`src/hdl/nvsplit_pkg.sv`:
```
// ----------------------------------------------------------------------------
// nvsplit_pkg
// Shared types, constants and codes of the NVMe I/O command splitter.
// ----------------------------------------------------------------------------
`default_nettype none

package nvsplit_pkg;

    // Request limits
    localparam int MAX_PIECES = 64;
    localparam int CNT_W      = $clog2(MAX_PIECES + 2);

    // Flag and tag layout
    localparam logic [31:0] LOW_FLAG_MASK = 32'h0000_FFFF;
    localparam int          HALF_SHIFT    = 16;

    // NVMe opcodes
    localparam logic [7:0] OPC_WRITE = 8'h01;
    localparam logic [7:0] OPC_READ  = 8'h02;

    // Configuration port
    localparam int CFG_IDX_W  = 3;
    localparam int CFG_DATA_W = 32;

    // Register widths
    localparam int MAXT_W   = 17;
    localparam int STRIPE_W = 21;
    localparam int BLKB_W   = 17;
    localparam int METAB_W  = 13;
    localparam int STRIDE_W = 18;

    // Register reset values
    localparam logic [MAXT_W-1:0]   RST_MAX_XFER   = 17'd256;
    localparam logic [STRIPE_W-1:0] RST_STRIPE     = 21'd0;
    localparam logic [BLKB_W-1:0]   RST_BLOCK_B    = 17'd512;
    localparam logic [METAB_W-1:0]  RST_META_B     = 13'd0;
    localparam logic [1:0]          RST_PROT_TYPE  = 2'd0;
    localparam logic                RST_EXT_FMT    = 1'b0;
    localparam logic [31:0]         RST_NSID       = 32'd1;
    localparam logic [4:0]          RST_PRACT_BIT  = 5'd29;

    typedef enum logic [CFG_IDX_W-1:0] {
        CFG_MAX_XFER  = 3'd0,
        CFG_STRIPE    = 3'd1,
        CFG_BLOCK_B   = 3'd2,
        CFG_META_B    = 3'd3,
        CFG_PROT_TYPE = 3'd4,
        CFG_EXT_FMT   = 3'd5,
        CFG_NSID      = 3'd6,
        CFG_PRACT_BIT = 3'd7
    } t_cfg_idx;

    typedef enum logic [1:0] {
        ST_OK         = 2'd0,
        ST_BAD_FLAGS  = 2'd1,
        ST_ZERO_COUNT = 2'd2,
        ST_TOO_MANY   = 2'd3
    } t_status;

    typedef enum logic [2:0] {
        S_IDLE  = 3'd0,
        S_CHECK = 3'd1,
        S_COUNT = 3'd2,
        S_STEP  = 3'd3,
        S_LOAD  = 3'd4,
        S_ERR   = 3'd5
    } t_state;

    typedef struct packed {
        logic [MAXT_W-1:0]   max_xfer;
        logic [STRIPE_W-1:0] stripe;
        logic [BLKB_W-1:0]   block_b;
        logic [METAB_W-1:0]  meta_b;
        logic [1:0]          prot_type;
        logic                ext_fmt;
        logic [31:0]         nsid;
        logic [4:0]          pract_bit;
    } t_cfg;

    // Controller to datapath
    typedef struct packed {
        logic    cap;
        logic    init;
        logic    cnt;
        logic    step;
        logic    load_piece;
        logic    load_err;
        t_status err_code;
    } t_dp_cmd;

    // Datapath to controller
    typedef struct packed {
        logic bad_flags;
        logic zero_count;
        logic skip_count;
        logic count_over;
        logic count_done;
        logic piece_last;
    } t_dp_stat;

endpackage

`default_nettype wire

```
`src/hdl/nvsplit_req_if.sv`:
```
// ----------------------------------------------------------------------------
// nvsplit_req_if
// Request channel: one read or write request per beat.
// ----------------------------------------------------------------------------
`default_nettype none

interface nvsplit_req_if;
    logic        valid;
    logic        ready;
    logic        action;
    logic [63:0] start_block;
    logic [31:0] block_count;
    logic [31:0] rw_flags;
    logic [15:0] tag_mask;
    logic [15:0] app_tag;

    modport source (
        output valid, action, start_block, block_count, rw_flags, tag_mask, app_tag,
        input  ready
    );
    modport sink (
        input  valid, action, start_block, block_count, rw_flags, tag_mask, app_tag,
        output ready
    );
endinterface

`default_nettype wire

```
`src/hdl/nvsplit_rsp_if.sv`:
```
// ----------------------------------------------------------------------------
// nvsplit_rsp_if
// Result channel: one command word set or error per beat.
// ----------------------------------------------------------------------------
`default_nettype none

interface nvsplit_rsp_if;
    logic        valid;
    logic        ready;
    logic [1:0]  status;
    logic        last;
    logic [7:0]  opcode;
    logic [31:0] nsid;
    logic [63:0] piece_lba;
    logic [31:0] dword12;
    logic [31:0] ref_tag;
    logic [31:0] dword15;
    logic [31:0] data_offset;
    logic [31:0] meta_offset;

    modport source (
        output valid, status, last, opcode, nsid, piece_lba, dword12, ref_tag,
               dword15, data_offset, meta_offset,
        input  ready
    );
    modport sink (
        input  valid, status, last, opcode, nsid, piece_lba, dword12, ref_tag,
               dword15, data_offset, meta_offset,
        output ready
    );
endinterface

`default_nettype wire

```
`src/hdl/nvsplit_cfg_regs.sv`:
```
// ----------------------------------------------------------------------------
// nvsplit_cfg_regs
// Configuration register file, written through a plain indexed write port.
// ----------------------------------------------------------------------------
`default_nettype none

module nvsplit_cfg_regs
    import nvsplit_pkg::*;
(
    input  logic                  i_clk,
    input  logic                  i_rst_n,
    input  logic                  i_cfg_we,
    input  logic [CFG_IDX_W-1:0]  i_cfg_idx,
    input  logic [CFG_DATA_W-1:0] i_cfg_data,
    output t_cfg                  o_cfg
);

    t_cfg r_cfg;

    // Load defaults on reset, update one register per write
    always_ff @(posedge i_clk) begin
        if (!i_rst_n) begin
            r_cfg.max_xfer  <= RST_MAX_XFER;
            r_cfg.stripe    <= RST_STRIPE;
            r_cfg.block_b   <= RST_BLOCK_B;
            r_cfg.meta_b    <= RST_META_B;
            r_cfg.prot_type <= RST_PROT_TYPE;
            r_cfg.ext_fmt   <= RST_EXT_FMT;
            r_cfg.nsid      <= RST_NSID;
            r_cfg.pract_bit <= RST_PRACT_BIT;
        end else if (i_cfg_we) begin
            case (t_cfg_idx'(i_cfg_idx))
                CFG_MAX_XFER:  r_cfg.max_xfer  <= i_cfg_data[MAXT_W-1:0];
                CFG_STRIPE:    r_cfg.stripe    <= i_cfg_data[STRIPE_W-1:0];
                CFG_BLOCK_B:   r_cfg.block_b   <= i_cfg_data[BLKB_W-1:0];
                CFG_META_B:    r_cfg.meta_b    <= i_cfg_data[METAB_W-1:0];
                CFG_PROT_TYPE: r_cfg.prot_type <= i_cfg_data[1:0];
                CFG_EXT_FMT:   r_cfg.ext_fmt   <= i_cfg_data[0];
                CFG_NSID:      r_cfg.nsid      <= i_cfg_data[31:0];
                CFG_PRACT_BIT: r_cfg.pract_bit <= i_cfg_data[4:0];
                default: ;
            endcase
        end
    end

    assign o_cfg = r_cfg;

endmodule

`default_nettype wire

```
`src/hdl/nvsplit_ctrl.sv`:
```
// ----------------------------------------------------------------------------
// nvsplit_ctrl
// Sequencer: accept, check, optional piece count pass, then piece emission.
// ----------------------------------------------------------------------------
`default_nettype none

module nvsplit_ctrl
    import nvsplit_pkg::*;
(
    input  logic     i_clk,
    input  logic     i_rst_n,
    input  logic     i_req_valid,
    output logic     o_req_ready,
    input  logic     i_rsp_ready,
    output logic     o_rsp_valid,
    input  t_dp_stat i_stat,
    output t_dp_cmd  o_cmd
);

    t_state  r_state, n_state;
    t_status r_err, n_err;
    logic    r_ovalid, n_ovalid;
    logic    out_free;

    // State, error code and result valid
    always_ff @(posedge i_clk) begin
        if (!i_rst_n) begin
            r_state  <= S_IDLE;
            r_err    <= ST_OK;
            r_ovalid <= 1'b0;
        end else begin
            r_state  <= n_state;
            r_err    <= n_err;
            r_ovalid <= n_ovalid;
        end
    end

    // Next state and datapath commands
    always_comb begin
        n_state          = r_state;
        n_err            = r_err;
        o_cmd            = '0;
        o_cmd.err_code   = r_err;
        o_req_ready      = 1'b0;
        out_free         = !r_ovalid || i_rsp_ready;
        n_ovalid         = r_ovalid && !i_rsp_ready;
        case (r_state)
            S_IDLE: begin
                o_req_ready = 1'b1;
                if (i_req_valid) begin
                    o_cmd.cap = 1'b1;
                    n_state   = S_CHECK;
                end
            end
            S_CHECK: begin
                if (i_stat.bad_flags) begin
                    n_err   = ST_BAD_FLAGS;
                    n_state = S_ERR;
                end else if (i_stat.zero_count) begin
                    n_err   = ST_ZERO_COUNT;
                    n_state = S_ERR;
                end else begin
                    o_cmd.init = 1'b1;
                    n_state    = i_stat.skip_count ? S_STEP : S_COUNT;
                end
            end
            S_COUNT: begin
                // walk the pieces once, bail out past the limit
                o_cmd.cnt = 1'b1;
                if (i_stat.count_over) begin
                    n_err   = ST_TOO_MANY;
                    n_state = S_ERR;
                end else if (i_stat.count_done) begin
                    o_cmd.init = 1'b1;
                    n_state    = S_STEP;
                end
            end
            S_STEP: begin
                o_cmd.step = 1'b1;
                n_state    = S_LOAD;
            end
            S_LOAD: begin
                if (out_free) begin
                    o_cmd.load_piece = 1'b1;
                    n_ovalid         = 1'b1;
                    if (i_stat.piece_last) begin
                        n_state = S_IDLE;
                    end else begin
                        o_cmd.step = 1'b1;
                    end
                end
            end
            S_ERR: begin
                if (out_free) begin
                    o_cmd.load_err = 1'b1;
                    n_ovalid       = 1'b1;
                    n_state        = S_IDLE;
                end
            end
            default: begin
                n_state = S_IDLE;
            end
        endcase
    end

    assign o_rsp_valid = r_ovalid;

endmodule

`default_nettype wire

```
`src/hdl/nvsplit_dp.sv`:
```
// ----------------------------------------------------------------------------
// nvsplit_dp
// Datapath: held request, piece cursor, piece length unit and result register.
// ----------------------------------------------------------------------------
`default_nettype none

module nvsplit_dp
    import nvsplit_pkg::*;
(
    input  logic        i_clk,
    input  t_cfg        i_cfg,
    input  t_dp_cmd     i_cmd,
    output t_dp_stat    o_stat,
    input  logic        i_action,
    input  logic [63:0] i_start_block,
    input  logic [31:0] i_block_count,
    input  logic [31:0] i_rw_flags,
    input  logic [15:0] i_tag_mask,
    input  logic [15:0] i_app_tag,
    output logic [1:0]  o_status,
    output logic        o_last,
    output logic [7:0]  o_opcode,
    output logic [31:0] o_nsid,
    output logic [63:0] o_piece_lba,
    output logic [31:0] o_dword12,
    output logic [31:0] o_ref_tag,
    output logic [31:0] o_dword15,
    output logic [31:0] o_data_offset,
    output logic [31:0] o_meta_offset
);

    // Held request
    logic        r_action;
    logic [63:0] r_start;
    logic [31:0] r_count;
    logic [31:0] r_flags;
    logic [15:0] r_tmask;
    logic [15:0] r_tag;

    // Per-request settings
    logic                r_cross;
    logic [STRIDE_W-1:0] r_stride;

    // Cursor
    logic [63:0]      r_lba;
    logic [31:0]      r_rem;
    logic [31:0]      r_segl;
    logic [CNT_W-1:0] r_n;

    // Staged piece
    logic [MAXT_W-1:0] r_p;
    logic [63:0]       r_plba;
    logic              r_plast;

    // Offsets of the staged piece
    logic [31:0] r_doff;
    logic [31:0] r_moff;

    // Result register
    logic [1:0]  r_o_status;
    logic        r_o_last;
    logic [7:0]  r_o_opcode;
    logic [31:0] r_o_nsid;
    logic [63:0] r_o_lba;
    logic [31:0] r_o_dw12;
    logic [31:0] r_o_ref;
    logic [31:0] r_o_dw15;
    logic [31:0] r_o_doff;
    logic [31:0] r_o_moff;

    logic [MAXT_W-1:0]          maxt;
    logic [STRIPE_W-1:0]        smask;
    logic [STRIPE_W-1:0]        segsz;
    logic [32:0]                cross_sum;
    logic                       cross_c;
    logic [STRIDE_W-1:0]        stride_c;
    logic [31:0]                seg_start;
    logic [31:0]                seg_cur;
    logic [MAXT_W-1:0]          p;
    logic [31:0]                rem_next;
    logic [31:0]                segl_next;
    logic [63:0]                lba_next;
    logic [CNT_W-1:0]           n_next;
    logic [MAXT_W+STRIDE_W-1:0] dprod;
    logic [MAXT_W+METAB_W-1:0]  mprod;
    logic [MAXT_W+CNT_W-1:0]    max_total;

    // Piece length unit: one piece per cycle, unless the result channel holds the flow
    always_comb begin
        maxt      = (i_cfg.max_xfer == '0) ? MAXT_W'(1) : i_cfg.max_xfer;
        smask     = i_cfg.stripe - STRIPE_W'(1);
        segsz     = i_cfg.stripe - (r_lba[STRIPE_W-1:0] & smask);
        seg_start = (r_cross && (32'(segsz) < r_rem)) ? 32'(segsz) : r_rem;
        seg_cur   = (r_segl == '0) ? seg_start : r_segl;
        p         = (seg_cur < 32'(maxt)) ? seg_cur[MAXT_W-1:0] : maxt;
        rem_next  = r_rem - 32'(p);
        segl_next = seg_cur - 32'(p);
        lba_next  = r_lba + 64'(p);
        n_next    = r_n + CNT_W'(1);
    end

    // Request checks: flags, zero count, stripe crossing, stride, and whether counting is needed
    always_comb begin
        cross_sum = 33'(r_start[STRIPE_W-1:0] & smask) + 33'(r_count);
        cross_c   = (i_cfg.stripe != '0) && (cross_sum > 33'(i_cfg.stripe));
        stride_c  = STRIDE_W'(i_cfg.block_b);
        if ((i_cfg.prot_type != 2'd0) && i_cfg.ext_fmt && !r_flags[i_cfg.pract_bit]) begin
            stride_c = STRIDE_W'(i_cfg.block_b) + STRIDE_W'(i_cfg.meta_b);
        end
        max_total = (MAXT_W+CNT_W)'(maxt) * (MAXT_W+CNT_W)'(MAX_PIECES);
        o_stat.bad_flags  = (r_flags & LOW_FLAG_MASK) != '0;
        o_stat.zero_count = (r_count == '0);
        o_stat.skip_count = (r_count <= 32'(MAX_PIECES)) ||
                            (!cross_c && ({(MAXT_W+CNT_W)'(0), r_count} <=
                                          {32'(0), max_total}));
        o_stat.count_over = (n_next > CNT_W'(MAX_PIECES));
        o_stat.count_done = (rem_next == '0);
        o_stat.piece_last = r_plast;
    end

    // Offset advance for the staged piece
    assign dprod = (MAXT_W+STRIDE_W)'(r_p) * (MAXT_W+STRIDE_W)'(r_stride);
    assign mprod = (MAXT_W+METAB_W)'(r_p) * (MAXT_W+METAB_W)'(i_cfg.meta_b);

    // Capture the request
    always_ff @(posedge i_clk) begin
        if (i_cmd.cap) begin
            r_action <= i_action;
            r_start  <= i_start_block;
            r_count  <= i_block_count;
            r_flags  <= i_rw_flags;
            r_tmask  <= i_tag_mask;
            r_tag    <= i_app_tag;
        end
    end

    // Rewind or advance the cursor
    always_ff @(posedge i_clk) begin
        if (i_cmd.init) begin
            r_lba    <= r_start;
            r_rem    <= r_count;
            r_segl   <= '0;
            r_n      <= '0;
            r_cross  <= cross_c;
            r_stride <= stride_c;
        end else begin
            if (i_cmd.cnt || i_cmd.step) begin
                r_lba  <= lba_next;
                r_rem  <= rem_next;
                r_segl <= segl_next;
            end
            if (i_cmd.cnt) begin
                r_n <= n_next;
            end
        end
    end

    // Stage the next piece
    always_ff @(posedge i_clk) begin
        if (i_cmd.step) begin
            r_p     <= p;
            r_plba  <= r_lba;
            r_plast <= (rem_next == '0);
        end
    end

    // Hold offsets of the staged piece
    always_ff @(posedge i_clk) begin
        if (i_cmd.init) begin
            r_doff <= '0;
            r_moff <= '0;
        end else if (i_cmd.load_piece) begin
            r_doff <= r_doff + dprod[31:0];
            r_moff <= r_moff + 32'(mprod);
        end
    end

    // Load the result register
    always_ff @(posedge i_clk) begin
        if (i_cmd.load_piece) begin
            r_o_status <= ST_OK;
            r_o_last   <= r_plast;
            r_o_opcode <= r_action ? OPC_WRITE : OPC_READ;
            r_o_nsid   <= i_cfg.nsid;
            r_o_lba    <= r_plba;
            r_o_dw12   <= (32'(r_p) - 32'd1) | r_flags;
            r_o_ref    <= ((i_cfg.prot_type == 2'd1) || (i_cfg.prot_type == 2'd2)) ?
                          r_plba[31:0] : 32'd0;
            r_o_dw15   <= (32'(r_tmask) << HALF_SHIFT) | 32'(r_tag);
            r_o_doff   <= r_doff;
            r_o_moff   <= r_moff;
        end else if (i_cmd.load_err) begin
            r_o_status <= i_cmd.err_code;
            r_o_last   <= 1'b1;
            r_o_opcode <= '0;
            r_o_nsid   <= '0;
            r_o_lba    <= '0;
            r_o_dw12   <= '0;
            r_o_ref    <= '0;
            r_o_dw15   <= '0;
            r_o_doff   <= '0;
            r_o_moff   <= '0;
        end
    end

    assign o_status      = r_o_status;
    assign o_last        = r_o_last;
    assign o_opcode      = r_o_opcode;
    assign o_nsid        = r_o_nsid;
    assign o_piece_lba   = r_o_lba;
    assign o_dword12     = r_o_dw12;
    assign o_ref_tag     = r_o_ref;
    assign o_dword15     = r_o_dw15;
    assign o_data_offset = r_o_doff;
    assign o_meta_offset = r_o_moff;

endmodule

`default_nettype wire

```
`src/hdl/nvme_io_command_splitter_unit.sv`:
```
// ----------------------------------------------------------------------------
// nvme_io_command_splitter_unit
// Cuts one NVMe read/write request into command word sets at stripe
// boundaries and at the maximum transfer size.
// ----------------------------------------------------------------------------
// One request is taken at a time. A request of n pieces is accepted,
// checked and has its first piece staged, then gives n output beats,
// one piece per cycle while there is no back pressure. When a request
// could exceed the 64-piece limit (more than 64 blocks and either
// crossing a stripe or longer than 64 maximum transfers), a counting
// pass runs first through the same piece length unit. Error results
// (flags in the low half, zero count, too many pieces) come out as one
// beat with last set, after the check or the counting pass. The result
// register lets the next request be accepted while the final beat still
// waits to be taken. Configuration writes are taken at any time and
// must only be done while the block is idle.
// ----------------------------------------------------------------------------
`default_nettype none

module nvme_io_command_splitter_unit
    import nvsplit_pkg::*;
(
    input  logic                  i_clk,
    input  logic                  i_rst_n,
    nvsplit_req_if.sink           i_req,
    nvsplit_rsp_if.source         o_rsp,
    input  logic                  i_cfg_we,
    input  logic [CFG_IDX_W-1:0]  i_cfg_idx,
    input  logic [CFG_DATA_W-1:0] i_cfg_data
);

    t_cfg     cfg;
    t_dp_cmd  cmd;
    t_dp_stat stat;

    nvsplit_cfg_regs u_cfg (
        .i_clk      (i_clk),
        .i_rst_n    (i_rst_n),
        .i_cfg_we   (i_cfg_we),
        .i_cfg_idx  (i_cfg_idx),
        .i_cfg_data (i_cfg_data),
        .o_cfg      (cfg)
    );

    nvsplit_ctrl u_ctrl (
        .i_clk       (i_clk),
        .i_rst_n     (i_rst_n),
        .i_req_valid (i_req.valid),
        .o_req_ready (i_req.ready),
        .i_rsp_ready (o_rsp.ready),
        .o_rsp_valid (o_rsp.valid),
        .i_stat      (stat),
        .o_cmd       (cmd)
    );

    nvsplit_dp u_dp (
        .i_clk         (i_clk),
        .i_cfg         (cfg),
        .i_cmd         (cmd),
        .o_stat        (stat),
        .i_action      (i_req.action),
        .i_start_block (i_req.start_block),
        .i_block_count (i_req.block_count),
        .i_rw_flags    (i_req.rw_flags),
        .i_tag_mask    (i_req.tag_mask),
        .i_app_tag     (i_req.app_tag),
        .o_status      (o_rsp.status),
        .o_last        (o_rsp.last),
        .o_opcode      (o_rsp.opcode),
        .o_nsid        (o_rsp.nsid),
        .o_piece_lba   (o_rsp.piece_lba),
        .o_dword12     (o_rsp.dword12),
        .o_ref_tag     (o_rsp.ref_tag),
        .o_dword15     (o_rsp.dword15),
        .o_data_offset (o_rsp.data_offset),
        .o_meta_offset (o_rsp.meta_offset)
    );

endmodule

`default_nettype wire

```
`src/flat_wrapper.sv`:
```
// flat-port wrapper written by rule: the top's interface ports become plain ports
module nvme_io_command_splitter_unit_flat import nvsplit_pkg::*;
  (i_clk, i_rst_n, i_cfg_we, i_cfg_idx, i_cfg_data, i_req_valid, i_req_action, i_req_start_block, i_req_block_count, i_req_rw_flags, i_req_tag_mask, i_req_app_tag, i_req_ready, o_rsp_valid, o_rsp_status, o_rsp_last, o_rsp_opcode, o_rsp_nsid, o_rsp_piece_lba, o_rsp_dword12, o_rsp_ref_tag, o_rsp_dword15, o_rsp_data_offset, o_rsp_meta_offset, o_rsp_ready);
  nvsplit_req_if i_req_i ();
  nvsplit_rsp_if o_rsp_i ();
  input  logic i_clk;
  input  logic i_rst_n;
  input  logic i_cfg_we;
  input  logic [CFG_IDX_W-1:0] i_cfg_idx;
  input  logic [CFG_DATA_W-1:0] i_cfg_data;
  input wire logic [$bits(i_req_i.valid)-1:0] i_req_valid;
  input wire logic [$bits(i_req_i.action)-1:0] i_req_action;
  input wire logic [$bits(i_req_i.start_block)-1:0] i_req_start_block;
  input wire logic [$bits(i_req_i.block_count)-1:0] i_req_block_count;
  input wire logic [$bits(i_req_i.rw_flags)-1:0] i_req_rw_flags;
  input wire logic [$bits(i_req_i.tag_mask)-1:0] i_req_tag_mask;
  input wire logic [$bits(i_req_i.app_tag)-1:0] i_req_app_tag;
  output wire logic [$bits(i_req_i.ready)-1:0] i_req_ready;
  output wire logic [$bits(o_rsp_i.valid)-1:0] o_rsp_valid;
  output wire logic [$bits(o_rsp_i.status)-1:0] o_rsp_status;
  output wire logic [$bits(o_rsp_i.last)-1:0] o_rsp_last;
  output wire logic [$bits(o_rsp_i.opcode)-1:0] o_rsp_opcode;
  output wire logic [$bits(o_rsp_i.nsid)-1:0] o_rsp_nsid;
  output wire logic [$bits(o_rsp_i.piece_lba)-1:0] o_rsp_piece_lba;
  output wire logic [$bits(o_rsp_i.dword12)-1:0] o_rsp_dword12;
  output wire logic [$bits(o_rsp_i.ref_tag)-1:0] o_rsp_ref_tag;
  output wire logic [$bits(o_rsp_i.dword15)-1:0] o_rsp_dword15;
  output wire logic [$bits(o_rsp_i.data_offset)-1:0] o_rsp_data_offset;
  output wire logic [$bits(o_rsp_i.meta_offset)-1:0] o_rsp_meta_offset;
  input wire logic [$bits(o_rsp_i.ready)-1:0] o_rsp_ready;
  assign i_req_i.valid = i_req_valid;
  assign i_req_i.action = i_req_action;
  assign i_req_i.start_block = i_req_start_block;
  assign i_req_i.block_count = i_req_block_count;
  assign i_req_i.rw_flags = i_req_rw_flags;
  assign i_req_i.tag_mask = i_req_tag_mask;
  assign i_req_i.app_tag = i_req_app_tag;
  assign i_req_ready = i_req_i.ready;
  assign o_rsp_valid = o_rsp_i.valid;
  assign o_rsp_status = o_rsp_i.status;
  assign o_rsp_last = o_rsp_i.last;
  assign o_rsp_opcode = o_rsp_i.opcode;
  assign o_rsp_nsid = o_rsp_i.nsid;
  assign o_rsp_piece_lba = o_rsp_i.piece_lba;
  assign o_rsp_dword12 = o_rsp_i.dword12;
  assign o_rsp_ref_tag = o_rsp_i.ref_tag;
  assign o_rsp_dword15 = o_rsp_i.dword15;
  assign o_rsp_data_offset = o_rsp_i.data_offset;
  assign o_rsp_meta_offset = o_rsp_i.meta_offset;
  assign o_rsp_i.ready = o_rsp_ready;
  nvme_io_command_splitter_unit u_core (.i_clk(i_clk), .i_rst_n(i_rst_n), .i_req(i_req_i), .o_rsp(o_rsp_i), .i_cfg_we(i_cfg_we), .i_cfg_idx(i_cfg_idx), .i_cfg_data(i_cfg_data));
endmodule
```
`config.mk`:
```
export PLATFORM = sky130hd
export DESIGN_NAME = nvme_io_command_splitter_unit_flat
export DESIGN_NICKNAME = d
export VERILOG_FILES = /design/src/hdl/nvsplit_pkg.sv /design/src/hdl/nvsplit_req_if.sv /design/src/hdl/nvsplit_rsp_if.sv /design/src/hdl/nvsplit_cfg_regs.sv /design/src/hdl/nvsplit_ctrl.sv /design/src/hdl/nvsplit_dp.sv /design/src/hdl/nvme_io_command_splitter_unit.sv /design/src/flat_wrapper.sv
export SDC_FILE = /design/constraint.sdc
export NUM_CORES = 2
export LEC_CHECK = 0
export BUFFER_PORTS_ARGS = -buffer_cell sky130_fd_sc_hd__buf_4
export CORE_MARGIN = 4
export CORE_UTILIZATION = 60
export CTS_CLUSTER_SIZE = 20
export DETAILED_ROUTE_END_ITERATION = 16
export GPL_ROUTABILITY_DRIVEN = 0
export PLACE_DENSITY = 0.91
export RECOVER_POWER = 50
export SYNTH_ARGS = -nofsm -noshare
export SYNTH_HDL_FRONTEND = slang
export SYNTH_SLANG_ARGS = --single-unit
```
`constraint.sdc`:
```
create_clock -name i_clk -period 22.8 [get_ports i_clk]
set_input_delay 1.14 -clock i_clk [delete_from_list [all_inputs] [get_ports i_clk]]
set_output_delay 1.14 -clock i_clk [all_outputs]
set_load 0.005 [all_outputs]
```
==> flow_summary.html <==
<table>
<tr><th>Metric</th><th>Value</th></tr>
<tr><th colspan="2">Floorplan</th></tr>
<tr><td>Die Y</td><td>322 µm</td></tr>
<tr><td>Placeable core area</td><td>97100 µm²</td></tr>
<tr><td>Initial cell density of the core</td><td>60.7%</td></tr>
<tr><td>Number of primary I/O pins</td><td>470</td></tr>
<tr><td>Row Count</td><td>roughly 110</td></tr>
<tr><td>Die Area</td><td>around 100000 µm²</td></tr>
<tr><td>Width of the chip</td><td>between 300 and 400 µm</td></tr>
<tr><th colspan="2">CTS</th></tr>
<tr><td>Depth of the CTS H-tree</td><td>3</td></tr>
<tr><td>Clock latency on the worst-skew pair</td><td>approximately 700 ps</td></tr>
<tr><td>Clock sink count</td><td>836</td></tr>
<tr><td>TritonCTS clock tree</td><td>built</td></tr>
<tr><td>Total CTS buffers</td><td>between 90 and 100</td></tr>
<tr><td>Number of buffers inserted to repair setup after CTS</td><td>0</td></tr>
<tr><td>Number of gates resized after cts</td><td>0</td></tr>
<tr><td>Clock transition at path regs</td><td>60 ps</td></tr>
<tr><td>Root buf cell</td><td>sky130_fd_sc_hd__clkbuf_16</td></tr>
<tr><td>Cts hold-fix bufs</td><td>0</td></tr>
<tr><td>Number of buffers between clock root and the deepest sink</td><td>3</td></tr>
<tr><th colspan="2">Timing</th></tr>
<tr><td>Count of final max-slew check failures</td><td>between 500 and 600</td></tr>
<tr><td>RSZ-0062 raised after global routing</td><td>false</td></tr>
<tr><td>Count of final setup violators</td><td>0</td></tr>
<tr><td>Crit path time final</td><td>between 10000 and 15000 ps</td></tr>
<tr><td>Worst clock skew on the final layout</td><td>around 43 ps</td></tr>
<tr><td>Final Hold Vio Count</td><td>0</td></tr>
<tr><td>Worst Max-Slew Pin Slew</td><td>between 6000 and 7000 ps</td></tr>
<tr><td>Worst-case headroom to the max-slew limit</td><td>-311%</td></tr>
<tr><td>Crit share post-route</td><td>roughly two thirds</td></tr>
<tr><td>Setup TNS</td><td>0 ps</td></tr>
<tr><td>Maximum clock rate</td><td>0.0669 GHz</td></tr>
<tr><th colspan="2">Routing</th></tr>
<tr><td>Number of DRC violations after detailed routing</td><td>0</td></tr>
<tr><td>Violation count after the first detailed-routing iteration</td><td>about 5600</td></tr>
<tr><td>Drt pass-1 iters</td><td>10</td></tr>
<tr><td>Drt via density</td><td>about 6</td></tr>
<tr><td>Routed wire per std cell</td><td>22.0 µm</td></tr>
<tr><td>Remaining antenna violation count</td><td>0</td></tr>
<tr><td>Overall via count from detail_route</td><td>approximately 47000</td></tr>
<tr><td>Routed WL</td><td>about 170000 µm</td></tr>
<tr><th colspan="2">Run status</th></tr>
<tr><td>Result of the run</td><td>finished, violations left</td></tr>
<tr><td>Violations in the final reports</td><td>capacitance limit, slew limit</td></tr>
<tr><th colspan="2">Power</th></tr>
<tr><td>Pwr dens</td><td>88.6 nW/µm²</td></tr>
<tr><td>Worst voltage drop across the vdd grid</td><td>0.000107 V</td></tr>
<tr><td>Leakage dissipation</td><td>27.6 nW</td></tr>
<tr><th colspan="2">Critical path</th></tr>
<tr><td>Type of element launching the critical path</td><td>flop</td></tr>
<tr><td>Critical path's largest stage delay</td><td>approximately 830 ps</td></tr>
<tr><td>Critical path fanouts, max</td><td>53</td></tr>
<tr><td>Worst reg-to-reg path cell count</td><td>48</td></tr>
<tr><td>Critical path buffers and inverters</td><td>6</td></tr>
<tr><td>Slowest-stage cell, CP</td><td>sky130_fd_sc_hd__nor4_2</td></tr>
<tr><td>Critical Path RT</td><td>between 20000 and 25000 ps</td></tr>
<tr><td>Arrival time worst endpoint</td><td>15240 ps</td></tr>
<tr><td>Crit path depth</td><td>48</td></tr>
<tr><td>Most used cell along the critical path</td><td>sky130_fd_sc_hd__ha_1</td></tr>
<tr><td>Type of destination of the critical path</td><td>flop</td></tr>
<tr><td>Type of the worst setup path</td><td>flop to flop</td></tr>
<tr><td>Crit path max-delay family</td><td>simple AND/OR/NAND/NOR gates</td></tr>
<tr><th colspan="2">Synthesis</th></tr>
<tr><td>Number of flops mapped to enable cells by yosys</td><td>617</td></tr>
<tr><td>Mean instance size in the synthesized netlist</td><td>between 9 and 10 µm²</td></tr>
<tr><td>Area share of the largest cell type after synthesis</td><td>between 30% and 40%</td></tr>
<tr><td>Sequential fraction of the synthesis area</td><td>roughly 40%</td></tr>
<tr><td>Cell area after synthesis</td><td>just under 60000 µm²</td></tr>
<tr><td>Post-synth top cells</td><td>881 x sky130_fd_sc_hd__nand2_1, 671 x sky130_fd_sc_hd__inv_1, 617 x sky130_fd_sc_hd__edfxtp_1</td></tr>
<tr><td>Main area contributors after synthesis</td><td>sky130_fd_sc_hd__edfxtp_1 31%, sky130_fd_sc_hd__fa_1 16%, sky130_fd_sc_hd__dfxtp_1 7.4%</td></tr>
<tr><td>Async SR Flop Fraction</td><td>0%</td></tr>
<tr><td>Number of standard cells after synthesis</td><td>5943</td></tr>
<tr><td>Ys flop type</td><td>sky130_fd_sc_hd__edfxtp_1</td></tr>
<tr><td>Synthesis Warnings</td><td>0</td></tr>
<tr><td>Most instantiated library cell after synthesis</td><td>sky130_fd_sc_hd__nand2_1</td></tr>
<tr><td>Number of library cell types mapped by synthesis</td><td>between 90 and 100</td></tr>
<tr><td>Count of state elements after synthesis</td><td>~840</td></tr>
<tr><td>Top cell type by total area after synthesis</td><td>sky130_fd_sc_hd__edfxtp_1</td></tr>
<tr><th colspan="2">Layout</th></tr>
<tr><td>Total number of nets in the final design</td><td>between 7000 and 8000</td></tr>
<tr><td>Area occupied by multi-input gates</td><td>32400 µm²</td></tr>
<tr><td>Fraction of final layout cells sized beyond drive strength 1</td><td>9.34%</td></tr>
<tr><td>Filler cell count in the final layout</td><td>between 6000 and 7000</td></tr>
<tr><td>Storage element area</td><td>22900 µm²</td></tr>
<tr><td>Layout area overhead</td><td>11.6%</td></tr>
<tr><td>Final standard cell area without fillers</td><td>about 66000 µm²</td></tr>
<tr><th colspan="2">Place</th></tr>
<tr><td>Instance area after placement</td><td>roughly 63000 µm²</td></tr>
<tr><td>Number of port buffers</td><td>about 460</td></tr>
<tr><td>Detailed-placement wirelength estimate</td><td>123000 µm</td></tr>
<tr><th colspan="2">Global route</th></tr>
<tr><td>First-pass GRT wire length</td><td>262000 µm</td></tr>
<tr><td>Aggregate global-route resource usage</td><td>between 30% and 40%</td></tr>
<tr><td>Number of antenna violations at the first check in global routing</td><td>17</td></tr>
<tr><td>Overflow after GRT</td><td>0</td></tr>
<tr><td>Number of global-route vias before repair</td><td>~48000</td></tr>
<tr><td>Maximum number of pins on one net before global-route repair</td><td>roughly 210</td></tr>
<tr><th colspan="2">Worst hold path</th></tr>
<tr><td>Class of the tightest hold or removal check</td><td>flop to flop</td></tr>
<tr><td>Hold path cells</td><td>2</td></tr>
<tr><th colspan="2">Flow run</th></tr>
<tr><td>Maximum Capacitance Violations</td><td>7</td></tr>
</table>
-- power by group --
group,internal (mW),switching [mW]
sequential,1.92,0.171
combinational,0.945,1.32
clock,0.830,0.647
total,3.70,2.13
-- worst register-to-register path: cells and delay by family (launching register included) --
kind            cells  cell delay [ps]
simple gates       17             5570
compound gates     18             4580
buf+inv             6             1920
fa+ha+maj           5             1460
flops               1              440
mux                 1              390
xor+xnor            1              170
-- metal layers --
metal | wire [µm] | global-route usage [%]
met1 | 57500 | 38.3
met2 | 79300 | 53.2
met3 | 20100 | 9.69
met4 | 10600 | 17.4
met5 | 105 | 0
-- worst paths after layout --
kind	slack, ps	to	startpoint
min	450	u_core.u_dp.r_moff[26]	u_core.u_dp.r_moff[26]
min reg2reg	450	u_core.u_dp.r_moff[26]	u_core.u_dp.r_moff[26]
max	7860	u_core.u_dp.r_lba[13]	u_core.u_cfg.o_cfg[70]
max reg2reg	7860	u_core.u_dp.r_lba[13]	u_core.u_cfg.o_cfg[70]
-- per-stage QoR --
stage | instances | util, % | hold WS, ps | worst slack, ps | power [mW]
after floorplan | 5948 | - | 424 | 8260 | 3.72
after global placement | 7445 | 65.2 | 438 | 8960 | 4.23
after detailed placement | 7445 | 65.2 | 446 | 8420 | 4.35
after CTS | 7614 | 68.2 | 453 | 8360 | 5.84
after global routing | 7615 | 67.7 | 476 | 6890 | 6.24
final | 7622 | 67.7 | 451 | 7860 | 5.83
-- kinds of logic (layout without fill, tap and decap cells) --
family,after synthesis,after routing,share of synthesized area (%)
compound gates,881,881,9.57
flops,836,836,38.8
simple gates,2149,2149,17.4
xor+xnor,249,249,3.70
other cells,1,14,0.00636
mux,75,75,1.53
buf+inv,964,1354,6.33
fa+ha+maj,788,788,22.6
-- cells in the final DEF (no fill, tap or decap), types with 94 or more instances in the layout --
master / Yosys / layout
sky130_fd_sc_hd__ha_1: 317 / 317
sky130_fd_sc_hd__xnor2_1: 155 / 155
sky130_fd_sc_hd__clkbuf_4: 0 / 300
sky130_fd_sc_hd__and2_1: 361 / 305
sky130_fd_sc_hd__nor2_1: 390 / 388
sky130_fd_sc_hd__a21oi_1: 226 / 225
sky130_fd_sc_hd__dfxtp_1: 219 / 219
sky130_fd_sc_hd__inv_1: 671 / 670
sky130_fd_sc_hd__nand2_1: 881 / 879
sky130_fd_sc_hd__xor2_1: 94 / 94
sky130_fd_sc_hd__clkbuf_1: 243 / 152
sky130_fd_sc_hd__fa_1: 464 / 464
sky130_fd_sc_hd__o21ai_0: 181 / 181
sky130_fd_sc_hd__a21boi_0: 111 / 111
sky130_fd_sc_hd__edfxtp_1: 617 / 617
-- state kept, by name, summed over array words and instances (netlist names), 64 cells and up --
name and flops:
u_core.u_dp.r_plba 64, u_core.u_dp.r_lba 64, u_core.u_dp.o_piece_lba 64, u_core.u_dp.r_start 64
u_core.u_cfg.o_cfg 108
-- cell type report --
type	count	share of cell area (%)
multi-input cells	4148	49.2
diodes	8	0.0304
inverters	674	3.85
repair buffers	511	5.11
well taps	1276	2.43
clock inverters	52	0.856
flip-flops and latches	836	34.8
clock buffers	117	3.67
Note: power is estimated with default switching activity, not from simulation.
